## src/hw/rtl/msched_pkg.sv

```systemverilog
`default_nettype none
// msched_pkg: shared types and constants of the multicore scheduler
// no dependencies; imported by msched_ctrl, msched_dp and the top level

package msched_pkg;

    localparam int ID_W       = 8;
    localparam int QCNT_W     = 16;
    localparam int CORE_IDX_W = 3;
    localparam int MASK_W     = 8;

    localparam logic [QCNT_W-1:0] QCNT_MAX = {QCNT_W{1'b1}};

    // request command codes
    localparam logic CMD_ADMIT = 1'b0;
    localparam logic CMD_TICK  = 1'b1;

    // scheduling policy codes
    localparam logic POLICY_FCFS = 1'b0;
    localparam logic POLICY_RR   = 1'b1;

    // register index, taken from paddr[2]
    localparam logic REG_POLICY = 1'b0;
    localparam logic REG_QLIMIT = 1'b1;

    localparam logic [QCNT_W-1:0] QLIMIT_RESET = 16'd5;

    // controller to datapath
    typedef struct packed {
        logic load_item;
        logic do_admit;
        logic do_eval;
        logic do_push;
        logic do_read;
        logic do_pop;
        logic next_core;
    } msched_cmd_t;

    // datapath to controller
    typedef struct packed {
        logic item_done;
    } msched_stat_t;

endpackage

`default_nettype wire

```

## src/hw/rtl/msched_ctrl.sv

```systemverilog
`default_nettype none
// msched_ctrl: sequencing state machine of the scheduler
// depends on msched_pkg

module msched_ctrl
    import msched_pkg::*;
(
    input  wire logic         clk,
    input  wire logic         rst_n,
    input  wire logic         req_valid,
    output logic              req_ready,
    input  wire logic         command,
    output logic              rsp_valid,
    input  wire logic         rsp_ready,
    input  wire msched_stat_t stat,
    output msched_cmd_t       cmd
);

    localparam logic [2:0] S_IDLE  = 3'd0;
    localparam logic [2:0] S_ADMIT = 3'd1;
    localparam logic [2:0] S_EVAL  = 3'd2;
    localparam logic [2:0] S_PUSH  = 3'd3;
    localparam logic [2:0] S_READ  = 3'd4;
    localparam logic [2:0] S_POP   = 3'd5;
    localparam logic [2:0] S_WAIT  = 3'd6;

    logic [2:0] state_reg;
    logic [2:0] state_next;

    always_ff @(posedge clk or negedge rst_n)
    begin
        if (!rst_n)
        begin
            state_reg <= S_IDLE;
        end
        else
        begin
            state_reg <= state_next;
        end
    end

    always_comb
    begin
        state_next = state_reg;
        cmd        = '0;
        case (state_reg)
            S_IDLE:
            begin
                if (req_valid)
                begin
                    cmd.load_item = 1'b1;
                    state_next    = (command == CMD_ADMIT) ? S_ADMIT : S_EVAL;
                end
            end
            S_ADMIT:
            begin
                cmd.do_admit = 1'b1;
                state_next   = S_WAIT;
            end
            S_EVAL:
            begin
                cmd.do_eval = 1'b1;
                state_next  = S_PUSH;
            end
            S_PUSH:
            begin
                cmd.do_push = 1'b1;
                state_next  = S_READ;
            end
            S_READ:
            begin
                cmd.do_read = 1'b1;
                state_next  = S_POP;
            end
            S_POP:
            begin
                cmd.do_pop = 1'b1;
                state_next = S_WAIT;
            end
            S_WAIT:
            begin
                if (rsp_ready)
                begin
                    if (stat.item_done)
                    begin
                        state_next = S_IDLE;
                    end
                    else
                    begin
                        cmd.next_core = 1'b1;
                        state_next    = S_EVAL;
                    end
                end
            end
            default:
            begin
                state_next = S_IDLE;
            end
        endcase
    end

    assign req_ready = (state_reg == S_IDLE);
    assign rsp_valid = (state_reg == S_WAIT);

endmodule

`default_nettype wire

```

## src/hw/rtl/msched_dp.sv

```systemverilog
`default_nettype none
// msched_dp: ready queue memory, per core state and result register
// depends on msched_pkg; driven by msched_ctrl commands

module msched_dp
    import msched_pkg::*;
#(
    parameter int NUM_CORES   = 4,
    parameter int QUEUE_DEPTH = 16
)
(
    input  wire logic                  clk,
    input  wire logic                  rst_n,
    input  wire msched_cmd_t           cmd,
    output msched_stat_t               stat,
    input  wire logic                  policy,
    input  wire logic [QCNT_W-1:0]     quantum_limit,
    input  wire logic [ID_W-1:0]       process_id,
    input  wire logic [MASK_W-1:0]     finished_mask,
    output logic [CORE_IDX_W-1:0]      core_index,
    output logic                       retired_valid,
    output logic [ID_W-1:0]            retired_id,
    output logic                       preempted_valid,
    output logic [ID_W-1:0]            preempted_id,
    output logic                       dispatched_valid,
    output logic [ID_W-1:0]            dispatched_id,
    output logic                       queue_full,
    output logic                       last
);

    localparam int CW    = (NUM_CORES > 1) ? $clog2(NUM_CORES) : 1;
    localparam int QW    = (QUEUE_DEPTH > 1) ? $clog2(QUEUE_DEPTH) : 1;
    localparam int CNT_W = QW + 1;

    localparam logic [CNT_W-1:0] CNT_FULL  = CNT_W'(QUEUE_DEPTH);
    localparam logic [QW-1:0]    HEAD_LAST = QW'(QUEUE_DEPTH - 1);
    localparam logic [CW-1:0]    CORE_LAST = CW'(NUM_CORES - 1);

    // ready queue storage
    logic [ID_W-1:0] mem [QUEUE_DEPTH];
    logic [ID_W-1:0] rd_data_reg;

    logic [QW-1:0]    head_reg;
    logic [CNT_W-1:0] count_reg;

    // per core state
    logic [NUM_CORES-1:0] busy_reg;
    logic [ID_W-1:0]      proc_reg [NUM_CORES];
    logic [QCNT_W-1:0]    qcnt_reg [NUM_CORES];

    // current item
    logic [ID_W-1:0]      pid_reg;
    logic [NUM_CORES-1:0] mask_reg;
    logic [CW-1:0]        core_reg;

    // per core step flags
    logic            ret_reg;
    logic [ID_W-1:0] ret_id_reg;
    logic            pre_reg;
    logic [ID_W-1:0] pre_id_reg;
    logic            pre_full_reg;
    logic            dis_reg;

    // result register
    logic [CORE_IDX_W-1:0] out_core_reg;
    logic                  out_ret_reg;
    logic [ID_W-1:0]       out_ret_id_reg;
    logic                  out_pre_reg;
    logic [ID_W-1:0]       out_pre_id_reg;
    logic                  out_dis_reg;
    logic [ID_W-1:0]       out_dis_id_reg;
    logic                  out_full_reg;
    logic                  out_last_reg;

    logic              busy_cur;
    logic              fin_cur;
    logic [QCNT_W-1:0] cnt_cur;
    logic [ID_W-1:0]   proc_cur;
    logic              ret_now;
    logic              pre_now;
    logic              inc_now;
    logic              full;
    logic              empty;
    logic [QW:0]       tail_sum;
    logic [QW:0]       tail_wrap;
    logic [QW-1:0]     tail;
    logic [QW-1:0]     head_inc;
    logic              mem_we;
    logic [QW-1:0]     mem_waddr;
    logic [ID_W-1:0]   mem_wdata;
    logic              cnt_up;
    logic              cnt_dn;

    assign busy_cur = busy_reg[core_reg];
    assign fin_cur  = mask_reg[core_reg];
    assign cnt_cur  = qcnt_reg[core_reg];
    assign proc_cur = proc_reg[core_reg];

    assign ret_now = busy_cur & fin_cur;
    assign pre_now = busy_cur & ~fin_cur & (policy == POLICY_RR) & (cnt_cur >= quantum_limit);
    assign inc_now = busy_cur & ~fin_cur & ~pre_now & (cnt_cur != QCNT_MAX);

    assign full  = (count_reg == CNT_FULL);
    assign empty = (count_reg == '0);

    // tail = (head + count) mod depth, the sum stays below twice the depth
    assign tail_sum  = {1'b0, head_reg} + count_reg;
    assign tail_wrap = (tail_sum >= CNT_FULL) ? (tail_sum - CNT_FULL) : tail_sum;
    assign tail      = tail_wrap[QW-1:0];
    assign head_inc  = (head_reg == HEAD_LAST) ? '0 : (head_reg + 1'b1);

    // preemption into a full queue refills the slot the head just left
    assign mem_we    = (cmd.do_admit & ~full)
                     | (cmd.do_push & pre_reg & ~pre_full_reg)
                     | (cmd.do_pop & dis_reg & pre_full_reg);
    assign mem_waddr = cmd.do_pop ? head_reg : tail;
    assign mem_wdata = cmd.do_admit ? pid_reg : pre_id_reg;

    assign cnt_up = (cmd.do_admit & ~full) | (cmd.do_push & pre_reg & ~pre_full_reg);
    assign cnt_dn = cmd.do_pop & dis_reg & ~pre_full_reg;

    always_ff @(posedge clk)
    begin
        if (mem_we)
        begin
            mem[mem_waddr] <= mem_wdata;
        end
        if (cmd.do_read)
        begin
            rd_data_reg <= mem[head_reg];
        end
    end

    always_ff @(posedge clk or negedge rst_n)
    begin
        if (!rst_n)
        begin
            head_reg     <= '0;
            count_reg    <= '0;
            core_reg     <= '0;
            busy_reg     <= '0;
            ret_reg      <= 1'b0;
            pre_reg      <= 1'b0;
            pre_full_reg <= 1'b0;
            dis_reg      <= 1'b0;
            out_ret_reg  <= 1'b0;
            out_pre_reg  <= 1'b0;
            out_dis_reg  <= 1'b0;
            out_full_reg <= 1'b0;
            out_last_reg <= 1'b0;
            for (int i = 0; i < NUM_CORES; i++)
            begin
                qcnt_reg[i] <= '0;
            end
        end
        else
        begin
            if (cnt_up)
            begin
                count_reg <= count_reg + 1'b1;
            end
            else if (cnt_dn)
            begin
                count_reg <= count_reg - 1'b1;
            end

            if (cmd.load_item)
            begin
                core_reg <= '0;
            end
            else if (cmd.next_core)
            begin
                core_reg <= core_reg + 1'b1;
            end

            if (cmd.do_eval)
            begin
                ret_reg      <= ret_now;
                pre_reg      <= pre_now;
                pre_full_reg <= pre_now & full;
                if (ret_now || pre_now)
                begin
                    busy_reg[core_reg] <= 1'b0;
                    qcnt_reg[core_reg] <= '0;
                end
                else if (inc_now)
                begin
                    qcnt_reg[core_reg] <= cnt_cur + 1'b1;
                end
            end

            // dispatch is decided after retire, preempt and push have settled
            if (cmd.do_read)
            begin
                dis_reg <= pre_full_reg | (~busy_cur & ~empty);
            end

            if (cmd.do_pop)
            begin
                if (dis_reg)
                begin
                    head_reg           <= head_inc;
                    busy_reg[core_reg] <= 1'b1;
                    qcnt_reg[core_reg] <= '0;
                end
                out_ret_reg  <= ret_reg;
                out_pre_reg  <= pre_reg;
                out_dis_reg  <= dis_reg;
                out_full_reg <= 1'b0;
                out_last_reg <= (core_reg == CORE_LAST);
            end
            else if (cmd.do_admit)
            begin
                out_ret_reg  <= 1'b0;
                out_pre_reg  <= 1'b0;
                out_dis_reg  <= 1'b0;
                out_full_reg <= full;
                out_last_reg <= 1'b1;
            end
        end
    end

    always_ff @(posedge clk)
    begin
        if (cmd.load_item)
        begin
            pid_reg  <= process_id;
            mask_reg <= finished_mask[NUM_CORES-1:0];
        end
        if (cmd.do_eval)
        begin
            ret_id_reg <= ret_now ? proc_cur : '0;
            pre_id_reg <= pre_now ? proc_cur : '0;
        end
        if (cmd.do_pop && dis_reg)
        begin
            proc_reg[core_reg] <= rd_data_reg;
        end
        if (cmd.do_pop)
        begin
            out_core_reg   <= CORE_IDX_W'(core_reg);
            out_ret_id_reg <= ret_id_reg;
            out_pre_id_reg <= pre_id_reg;
            out_dis_id_reg <= dis_reg ? rd_data_reg : '0;
        end
        else if (cmd.do_admit)
        begin
            out_core_reg   <= '0;
            out_ret_id_reg <= '0;
            out_pre_id_reg <= '0;
            out_dis_id_reg <= '0;
        end
    end

    assign core_index       = out_core_reg;
    assign retired_valid    = out_ret_reg;
    assign retired_id       = out_ret_id_reg;
    assign preempted_valid  = out_pre_reg;
    assign preempted_id     = out_pre_id_reg;
    assign dispatched_valid = out_dis_reg;
    assign dispatched_id    = out_dis_id_reg;
    assign queue_full       = out_full_reg;
    assign last             = out_last_reg;

    assign stat.item_done = out_last_reg;

`ifndef SYNTH
    a_count_bound: assert property (@(posedge clk) disable iff (!rst_n)
        count_reg <= CNT_FULL)
        else $error("ready queue count beyond depth");

    a_pre_full_implies_pre: assert property (@(posedge clk) disable iff (!rst_n)
        pre_full_reg |-> pre_reg)
        else $error("full queue preemption flag without preemption");

    a_ret_pre_exclusive: assert property (@(posedge clk) disable iff (!rst_n)
        !(out_ret_reg && out_pre_reg))
        else $error("core both retired and preempted");

    a_full_admit_drops: assert property (@(posedge clk) disable iff (!rst_n)
        (cmd.do_admit && full) |=> (count_reg == $past(count_reg)) && out_full_reg)
        else $error("admit into full queue changed the count");

    a_pre_full_dispatch: assert property (@(posedge clk) disable iff (!rst_n)
        (cmd.do_pop && pre_full_reg) |-> dis_reg)
        else $error("preemption into full queue without dispatch");
`endif

endmodule

`default_nettype wire

```

## src/hw/rtl/multicore_rr_fcfs_scheduler.sv

```systemverilog
`default_nettype none
// multicore_rr_fcfs_scheduler: top level, configuration registers and wiring
// depends on msched_pkg, msched_ctrl and msched_dp
//
// multicore scheduler with one fifo ready queue of process ids. an admit
// request appends process_id to the queue tail and returns one result; when
// the queue already holds QUEUE_DEPTH ids the id is dropped and queue_full is
// set. a tick request visits cores 0 to NUM_CORES-1 in order and returns one
// result per core, last marking the final one. a busy core whose
// finished_mask bit is set retires its process; otherwise in round robin mode
// a process whose quantum counter reached quantum_limit is preempted to the
// queue tail, else the counter counts up and saturates. a core left free then
// takes the queue head and its counter clears. first come first served mode
// counts but never preempts. timing: an admit passes through accept, queue
// write and result, the result being offered from the wait state after the
// queue write; a tick steps through each core in turn. the steps of a core
// visit are set by the single ported queue memory: evaluate, write the
// preempted id, read the head with a registered read, dispatch and load the
// result register, then hand the result over. one request is worked at a
// time; the next is accepted once the last result is taken, and a stalling
// consumer holds the block until it takes each result.
// registers over apb: policy at 0x0 (0 fcfs, 1 round robin, reset 0) and
// quantum_limit at 0x4 (16 bits, reset 5); write them only while idle.
// queue memory and core process ids need no reset or clearing pass.

module multicore_rr_fcfs_scheduler
    import msched_pkg::*;
#(
    parameter int NUM_CORES   = 4,
    parameter int QUEUE_DEPTH = 16
)
(
    input  wire logic                  clk,
    input  wire logic                  rst_n,
    // configuration port
    input  wire logic                  psel,
    input  wire logic                  penable,
    input  wire logic                  pwrite,
    input  wire logic [2:0]            paddr,
    input  wire logic [31:0]           pwdata,
    output logic [31:0]                prdata,
    output logic                       pready,
    // request channel
    input  wire logic                  req_valid,
    output logic                       req_ready,
    input  wire logic                  command,
    input  wire logic [ID_W-1:0]       process_id,
    input  wire logic [MASK_W-1:0]     finished_mask,
    // result channel
    output logic                       rsp_valid,
    input  wire logic                  rsp_ready,
    output logic [CORE_IDX_W-1:0]      core_index,
    output logic                       retired_valid,
    output logic [ID_W-1:0]            retired_id,
    output logic                       preempted_valid,
    output logic [ID_W-1:0]            preempted_id,
    output logic                       dispatched_valid,
    output logic [ID_W-1:0]            dispatched_id,
    output logic                       queue_full,
    output logic                       last
);

    logic              policy_reg;
    logic [QCNT_W-1:0] qlimit_reg;
    logic              cfg_wr;
    logic              reg_sel;

    msched_cmd_t  cmd;
    msched_stat_t stat;

    // register select ignores the byte offset bits
    assign reg_sel = paddr[2];
    assign cfg_wr  = psel & penable & pwrite;
    assign pready  = 1'b1;

    always_ff @(posedge clk or negedge rst_n)
    begin
        if (!rst_n)
        begin
            policy_reg <= POLICY_FCFS;
            qlimit_reg <= QLIMIT_RESET;
        end
        else if (cfg_wr)
        begin
            case (reg_sel)
                REG_POLICY: policy_reg <= pwdata[0];
                REG_QLIMIT: qlimit_reg <= pwdata[QCNT_W-1:0];
                default:    ;
            endcase
        end
    end

    // read back, low byte offset bits are don't care
    always_comb
    begin
        case (reg_sel)
            REG_POLICY: prdata = {31'b0, policy_reg};
            REG_QLIMIT: prdata = {16'b0, qlimit_reg};
            default:    prdata = '0;
        endcase
        if (paddr[1:0] != 2'b00)
        begin
            prdata = prdata;
        end
    end

    // sequencer: one state per step of a core visit
    msched_ctrl u_ctrl (
        .clk       (clk),
        .rst_n     (rst_n),
        .req_valid (req_valid),
        .req_ready (req_ready),
        .command   (command),
        .rsp_valid (rsp_valid),
        .rsp_ready (rsp_ready),
        .stat      (stat),
        .cmd       (cmd)
    );

    // queue, core table and result register
    msched_dp #(
        .NUM_CORES   (NUM_CORES),
        .QUEUE_DEPTH (QUEUE_DEPTH)
    ) u_dp (
        .clk              (clk),
        .rst_n            (rst_n),
        .cmd              (cmd),
        .stat             (stat),
        .policy           (policy_reg),
        .quantum_limit    (qlimit_reg),
        .process_id       (process_id),
        .finished_mask    (finished_mask),
        .core_index       (core_index),
        .retired_valid    (retired_valid),
        .retired_id       (retired_id),
        .preempted_valid  (preempted_valid),
        .preempted_id     (preempted_id),
        .dispatched_valid (dispatched_valid),
        .dispatched_id    (dispatched_id),
        .queue_full       (queue_full),
        .last             (last)
    );

endmodule

`default_nettype wire

```

## config.mk

```make
export PLATFORM = sky130hd
export DESIGN_NAME = multicore_rr_fcfs_scheduler
export DESIGN_NICKNAME = d
export VERILOG_FILES = /design/src/hw/rtl/msched_pkg.sv /design/src/hw/rtl/msched_ctrl.sv /design/src/hw/rtl/msched_dp.sv /design/src/hw/rtl/multicore_rr_fcfs_scheduler.sv
export SDC_FILE = /design/constraint.sdc
export NUM_CORES = 1
export LEC_CHECK = 0
export BUFFER_PORTS_ARGS = -buffer_cell sky130_fd_sc_hd__buf_2
export CAP_MARGIN = 25
export CORE_ASPECT_RATIO = 2
export CORE_MARGIN = 5
export CORE_UTILIZATION = 55
export CTS_CLUSTER_DIAMETER = 80
export CTS_CLUSTER_SIZE = 14
export DETAILED_ROUTE_END_ITERATION = 10
export PLACE_DENSITY = 0.74
export SLEW_MARGIN = 20
export SYNTH_ARGS = -nofsm -noshare
export SYNTH_HDL_FRONTEND = slang
export SYNTH_SLANG_ARGS = --single-unit
```

## constraint.sdc

```tcl
create_clock -name clk -period 10.6 [get_ports clk]
set_input_delay 1.06 -clock clk [delete_from_list [all_inputs] [get_ports clk]]
set_output_delay 1.06 -clock clk [all_outputs]
set_load 0.02 [all_outputs]
```

* After elaboration in Yosys (flattened, before gate mapping)
Memory sizes are Yosys's and may differ from the RTL's. A register that Yosys moved wholly into a read port is not among the register bits.
Index checks and enable logic that the tools add are counted.
** Word-level totals
- Memories :: 2
- Logic and storage cells :: 166
- Input port bits :: 59
- Bits in registers :: 162
- Bits in latches :: 0
- Memory bits (writable) :: 160
- Bits in read-only memories :: 0
- Output and inout bits :: 67
** Cells by class
- Shifts and indexed selects :: 0
- Equal/unequal tests :: 12
- Muxes and demuxes :: 64
- Div/mod/pow operators :: 0
- Reduce and logical (&&, ||, !) cells :: 14
- Order comparisons :: 6
- Multipliers :: 0
- Bitwise gates (word level) :: 33
- Add/sub/neg operators :: 7
** Memories
- u_dp.mem :: words 16, bits a word 8, rd ports 1, clocked after memory_dff 1, write ports 1, line msched_dp.sv:40 : logic [ID_W-1:0] mem [QUEUE_DEPTH];
- u_dp.proc_reg :: words 4, bits a word 8, rd ports 1, clocked after memory_dff 0, write ports 1, line msched_dp.sv:48 : logic [ID_W-1:0] proc_reg [NUM_CORES];
** Operators by type and width (number)
- $mux 64 :: 5
- $and 64x64->64 :: 2
- $bwmux 64 :: 1
- $not 64->64 :: 1
- $pmux 32 s2 :: 1
- $mux 16 :: 3
- $mux 8 :: 6
- $bmux 16 s2 :: 1
- $demux 16 s2 :: 1
- $mux 4 :: 7
- $mux 1 :: 25
- $pmux 3 s6 :: 1
- $add 16x1->16 const B :: 1
- $and 1x1->1 :: 16
- $ge 16x16->1 :: 1
- $ne 16x16->1 const B :: 1
- $mux 2 :: 6
- $mux 5 :: 2
- $eq 3x3->1 const B :: 3
- $reduce_and 2->1 :: 4
- $not 1->1 :: 7
- $eq 3x2->1 const B :: 2
- $mux 3 :: 2
- $reduce_bool 2->1 :: 3
- 29 further kinds :: 34

* Logic depth before layout (Yosys ltp)
- Word-level depth :: 15
- Depth in mapped cells :: 14
- Mapped depth without buffers :: 10

* Hierarchy
From an unflattened synthesis, not the netlist that was laid out.
** Unflattened totals
- Cell total of the unflattened synthesis :: 946
- Area, all modules :: 14595.2 µm²
** Modules (own cells, without submodules)
- msched_dp :: sequential area each 8868.5 µm², times used 1, area each 13397.8 µm², cells each 846
- multicore_rr_fcfs_scheduler :: sequential area each 427.9 µm², times used 1, area each 953.4 µm², cells each 74
- msched_ctrl :: sequential area each 75.1 µm², times used 1, area each 244.0 µm², cells each 26

* Least setup slack after synthesis
Ideal clock, no wire load.
- Path kind :: reg2reg
- Start point :: register u_dp.core_reg[0]
- End point :: register u_dp.qcnt_reg[24] (netlist name)
- Stages on the path, launching flop included :: 14
- Setup time :: 0.078 ns
- Period minus slack after synthesis :: 3.391 ns
- Setup slack :: 7.209 ns
- Arrival time :: 3.313 ns
- Data required time :: 10.522 ns
- Path buffers :: 3
- Cell sequence :: dfrtp_1 buf_6 buf_8 mux4_1 inv_1 ha_1 nand2b_1 a2111o_1 a32oi_1 a211o_1 a31oi_4 a21oi_2 buf_4 o2bb2ai_1
** Between the ends
- Word-level cells in the longest chain between the ends :: 15
- Elaborated cells between the ends (all ways) :: 34
- Classes of those cells :: add/sub: 1; order compare: 3; eq/ne: 1; mux: 15; bitwise: 12; reduce/logical: 2
** Ends and longest elaborated chain
- start: declaration :: line msched_dp.sv:54 : logic [CW-1:0] core_reg;
- start signal: assignment :: line msched_dp.sv:173 : core_reg <= core_reg + 1'b1;
- $not 2->3 (implied by the code) or $bmux 1 s2 (tied branches)
- $bmux 16 s2 or $mux 1 (tied branches) :: line msched_dp.sv:96, msched_dp.sv:95
- $mux 16 (implied by the code) or $not 1->1 (tied branches) :: line msched_dp.sv:96, msched_dp.sv:100, msched_dp.sv:101
- $mux 16 (implied by the code) or $and 1x1->1 (tied branches) :: line msched_dp.sv:96, msched_dp.sv:100, msched_dp.sv:101
- $ge 16x16->1 or $and 1x1->1 (tied branches) :: line msched_dp.sv:100 : assign pre_now = busy_cur & ~fin_cur & (policy == POLICY_RR) & (cnt_cur >= quantum_limit);
- $and 1x1->1 :: line msched_dp.sv:100
- $not 1->1 :: line msched_dp.sv:101 : assign inc_now = busy_cur & ~fin_cur & ~pre_now & (cnt_cur != QCNT_MAX);
- $and 1x1->1 (2 in series) :: line msched_dp.sv:101
- $mux 64 :: line msched_dp.sv:186 : else if (inc_now)
- $mux 64 :: line msched_dp.sv:181 : if (ret_now || pre_now)
- $mux 64 :: line msched_dp.sv:176 : if (cmd.do_eval)
- $and 64x64->64 (no source line)
- $mux 64 :: line msched_dp.sv:200 : if (dis_reg)
- $mux 64 (*) :: line msched_dp.sv:198 : if (cmd.do_pop)
- end signal: indexed assignment :: line msched_dp.sv:188 : qcnt_reg[core_reg] <= cnt_cur + 1'b1;
- end: declaration :: line msched_dp.sv:49 : logic [QCNT_W-1:0] qcnt_reg [NUM_CORES];
Mark *: on every way between the ends. The rest lies on a longest branch, timed or not. The select of a mux whose other input is x is not followed.
A chain may end at the register's enable or synchronous reset.

* Worst setup path after layout
- Start point :: register u_dp.core_reg[0]
- End point :: register u_dp.qcnt_reg[14] (netlist name)
Same word-level chain as after synthesis.

==> metrics.csv <==
metric,value,unit
count of final setup violators,0,
element type at the critical path start,flip-flop,
area added between synthesis and finish,10.0,%
initial antenna violation count,0,
CTS HTree Levels,1,
detail-routed net length per standard cell,23.0,um
root cell of the clock tree,clkbuf_16,
total wire length after detailed routing,31.3,mm
NumNets Final,1087,
die height,239,um
Detail Placement HPWL,22.2,mm
cell area after placement,15100,um^2
fraction of synthesized area in multiplexers,12.6,%
die footprint,29900,um^2
power share of the clock group,24.2,%
final weighted congestion of routability-driven global placement,0.800,
Skew-Pair Late Insertion Delay,0.56,ns
"area leader, netlist",edfxtp_1,
global routing usage summed across all routing layers,21.3,%
overall die width,125,um
RSZ-0062 raised after global routing,false,
worst reg2reg path endpoint,u_dp.qcnt_reg[14],
Post-Syn Area per Cell,15.8,um^2
combinational family with the most area after synthesis,multiplexers,
worst slew slack as a fraction of its limit,26.0,%
pin count of the biggest net entering global routing,74,
effective utilization at floorplan,55.3,%
R2R Setup Slk,5.75,ns
async set-or-reset flop fraction in the synthesized netlist,32.7,%
fillcell total,1978,
post-detailed-route DRC marker count,0,
utilization after layout,60.9,%
Inserted Diodes,0,
clock slew seen by the registers of the worst setup and hold paths,0.07,ns
vias per inst,5.87,
most used flip-flop cell after synthesis,edfxtp_1,
signal arrival time at the worst endpoint,5.32,ns
worst IR drop on VDD,178,uV
length in cells of the worst reg-to-reg path,11,
total internal power,0.00257,W
peak fanout along the critical path,25,
hold buffer count at CTS,0,
number of buffers on the longest clock path,3,
clock tree from TritonCTS,done,
cts bufs inserted,27,
Worst Clk Skew,0.0125,ns
reported max-cap violation count,0,
Worst Setup End Kind,flip-flop,
dominant cells by area after synthesis,"edfxtp_1 (46%), dfrtp_1 (18%), mux4_2 (8.9%)",
power density over the cells,242,nW/um^2
post-synthesis adder-cell area fraction,2.70,%
power share of the sequential group,46.2,%
count of port buffers added during placement,85,
"Design Area, Final",15900,um^2
First DRT Iteration DRCs,535,
Combinational Power Share,29.5,%
Peak Freq,206,MHz
number of top-level design ports,126,
Cell Rows,84,
Compound-Gate Fraction of Synth Area,6.85,%
number of flip-flops in the largest register,128,
number of buffers inserted to repair setup after CTS,0,
fraction of layout cells with a size suffix above 1,22.7,%
Synth Cell Area,14500,um^2
Final Hold Violating Endpoints,0,
warning count from the yosys run,0,
total via count after detailed routing,7996,
NetSw,0.00129,W
First-pass DRT Iterations,6,
Final Cycle Share,45.8,%
share of total power consumed by net switching,33.4,%
simple-gate area share of the yosys netlist,8.11,%
portion of the post-synthesis area used by sequential elements,64.7,%
critical path start-end classification,flip-flop to flip-flop,
count of state elements after synthesis,330,
most repeated cell in the gate-level netlist after synthesis,edfxtp_1,
Detail Route Antenna Nets,0,
via count of the first global-routing pass,8687,
core area,26200,um^2
leakage power summed over all cells,6.11,nW
final-report max-slew violation count,0,
result of the run,"finished, final reports clean",
transition time at the pin with the least slew margin,1.11,ns
number of enable flip-flop cells after synthesis,222,
Post-synth top cells,"edfxtp_1 (222), dfrtp_1 (106), mux4_2 (57)",
post-CTS sizing,0,
global-route wire length before repair,49.1,mm
post-synthesis xor/xnor area fraction,1.51,%
library cells used by synthesis,67,
sum of overflow across all layers after global routing,0,
worst endpoint required time,11.07,ns
Setup TNS,0,ns
number of instances in the synthesized netlist,918,
post-synth top area share,46.0,%
total clock sinks,330,
post-layout min period,4.85,ns
Hold/Removal Path Class,primary input to async pin,
reg2reg start,u_dp.core_reg[0],
## area by class of cell
cell class              instances  area (um^2)  share of cell area [%]
inverters                      36          135                   0.848
clock inverters                 2         28.8                   0.181
flip-flops and latches        330         9380                    58.9
well taps                     344          430                    2.70
repair buffers                 95          527                    3.31
multi-input cells             508         4680                    29.4
clock buffers                  48          754                    4.74
## worst max path at each step
stage / start / to / slack, ns / cells past startpoint
6_report: u_dp.core_reg[0] / u_dp.qcnt_reg[14] / 5.75 / 11
5_1_grt: u_dp.core_reg[0] / u_dp.qcnt_reg[8] / 5.43 / 11
4_1_cts: u_dp.core_reg[0] / u_dp.qcnt_reg[7] / 5.74 / 11
3_5_place_dp: u_dp.core_reg[0] / u_dp.qcnt_reg[3] / 5.79 / 11
3_3_place_gp: u_dp.core_reg[0] / u_dp.qcnt_reg[15] / 5.80 / 11
2_1_floorplan: u_dp.core_reg[0] / u_dp.qcnt_reg[24] / 7.21 / 13
## critical path, stage by stage, from the launching register on
cell	delay [ns]
dfrtp_2	0.48
buf_4	0.45
mux4_1	0.69
inv_1	0.12
ha_1	0.22
nand2b_1	0.14
a2111o_1	0.45
a32oi_1	0.35
a21oi_1	0.19
nor3_4	0.70
nand2_1	0.66
o2bb2ai_1	0.32
## stage by stage
stage / setup slack (ns) / std cells / hold slack (ns) / total power [W]
after detailed placement: 5.79 / 1311 / 0.459 / 0.00296
after global placement: 5.80 / 1311 / 0.450 / 0.00292
after CTS: 5.74 / 1361 / 0.456 / 0.00389
final: 5.75 / 1363 / 0.454 / 0.00386
after floorplan: 7.21 / 934 / 0.444 / 0.00261
after global routing: 5.43 / 1363 / 0.477 / 0.00404
## cells in the final DEF, fill, tap and decap left out, types with 10 or more instances in the layout
cell type and n:
xnor2_1 11, mux2_2 24, nand2_1 52, edfxtp_1 222, o2bb2ai_1 38, and2_1 36, clkbuf_1 21, o21ai_0 14
a21oi_1 22, clkbuf_16 27, dfrtp_1 103, mux4_2 57, nand2b_1 10, buf_2 84, nor2_1 43, conb_1 18
and3_1 26, inv_1 33, xor2_1 14, ha_1 28
## per-layer routing
layer | track usage (%) | wire, um | vias to the layer above | share of wire (%)
met4 | 7.08 | 901 | 0 | 2.9
li1 | - | - | 3629 | -
met1 | 22.3 | 10800 | 4123 | 35
met2 | 43.0 | 18500 | 185 | 59
met5 | 0 | 0 | - | 0
met3 | 2.68 | 1040 | 59 | 3.3
## power by group through the flow
stage | Clock (W) | Combinational, W | Sequential, W
after floorplan | 0 | 0.000847 | 0.00176
after global placement | 0 | 0.00112 | 0.00180
after detailed placement | 0 | 0.00115 | 0.00181
after CTS | 0.000952 | 0.00115 | 0.00179
after global routing | 0.000998 | 0.00124 | 0.00180
final | 0.000935 | 0.00114 | 0.00178
## logic make-up after synthesis
| logic type | after synthesis |
|---|---|
| other | 2 |
| and+or+nand+nor | 216 |
| DFF | 330 |
| adders and majority gates | 30 |
| AOI/OAI and AO/OA | 125 |
| xor gates and xnor gates | 25 |
| buffers and inverters | 96 |
| muxes | 94 |
Power figures use the tool's default switching activity.
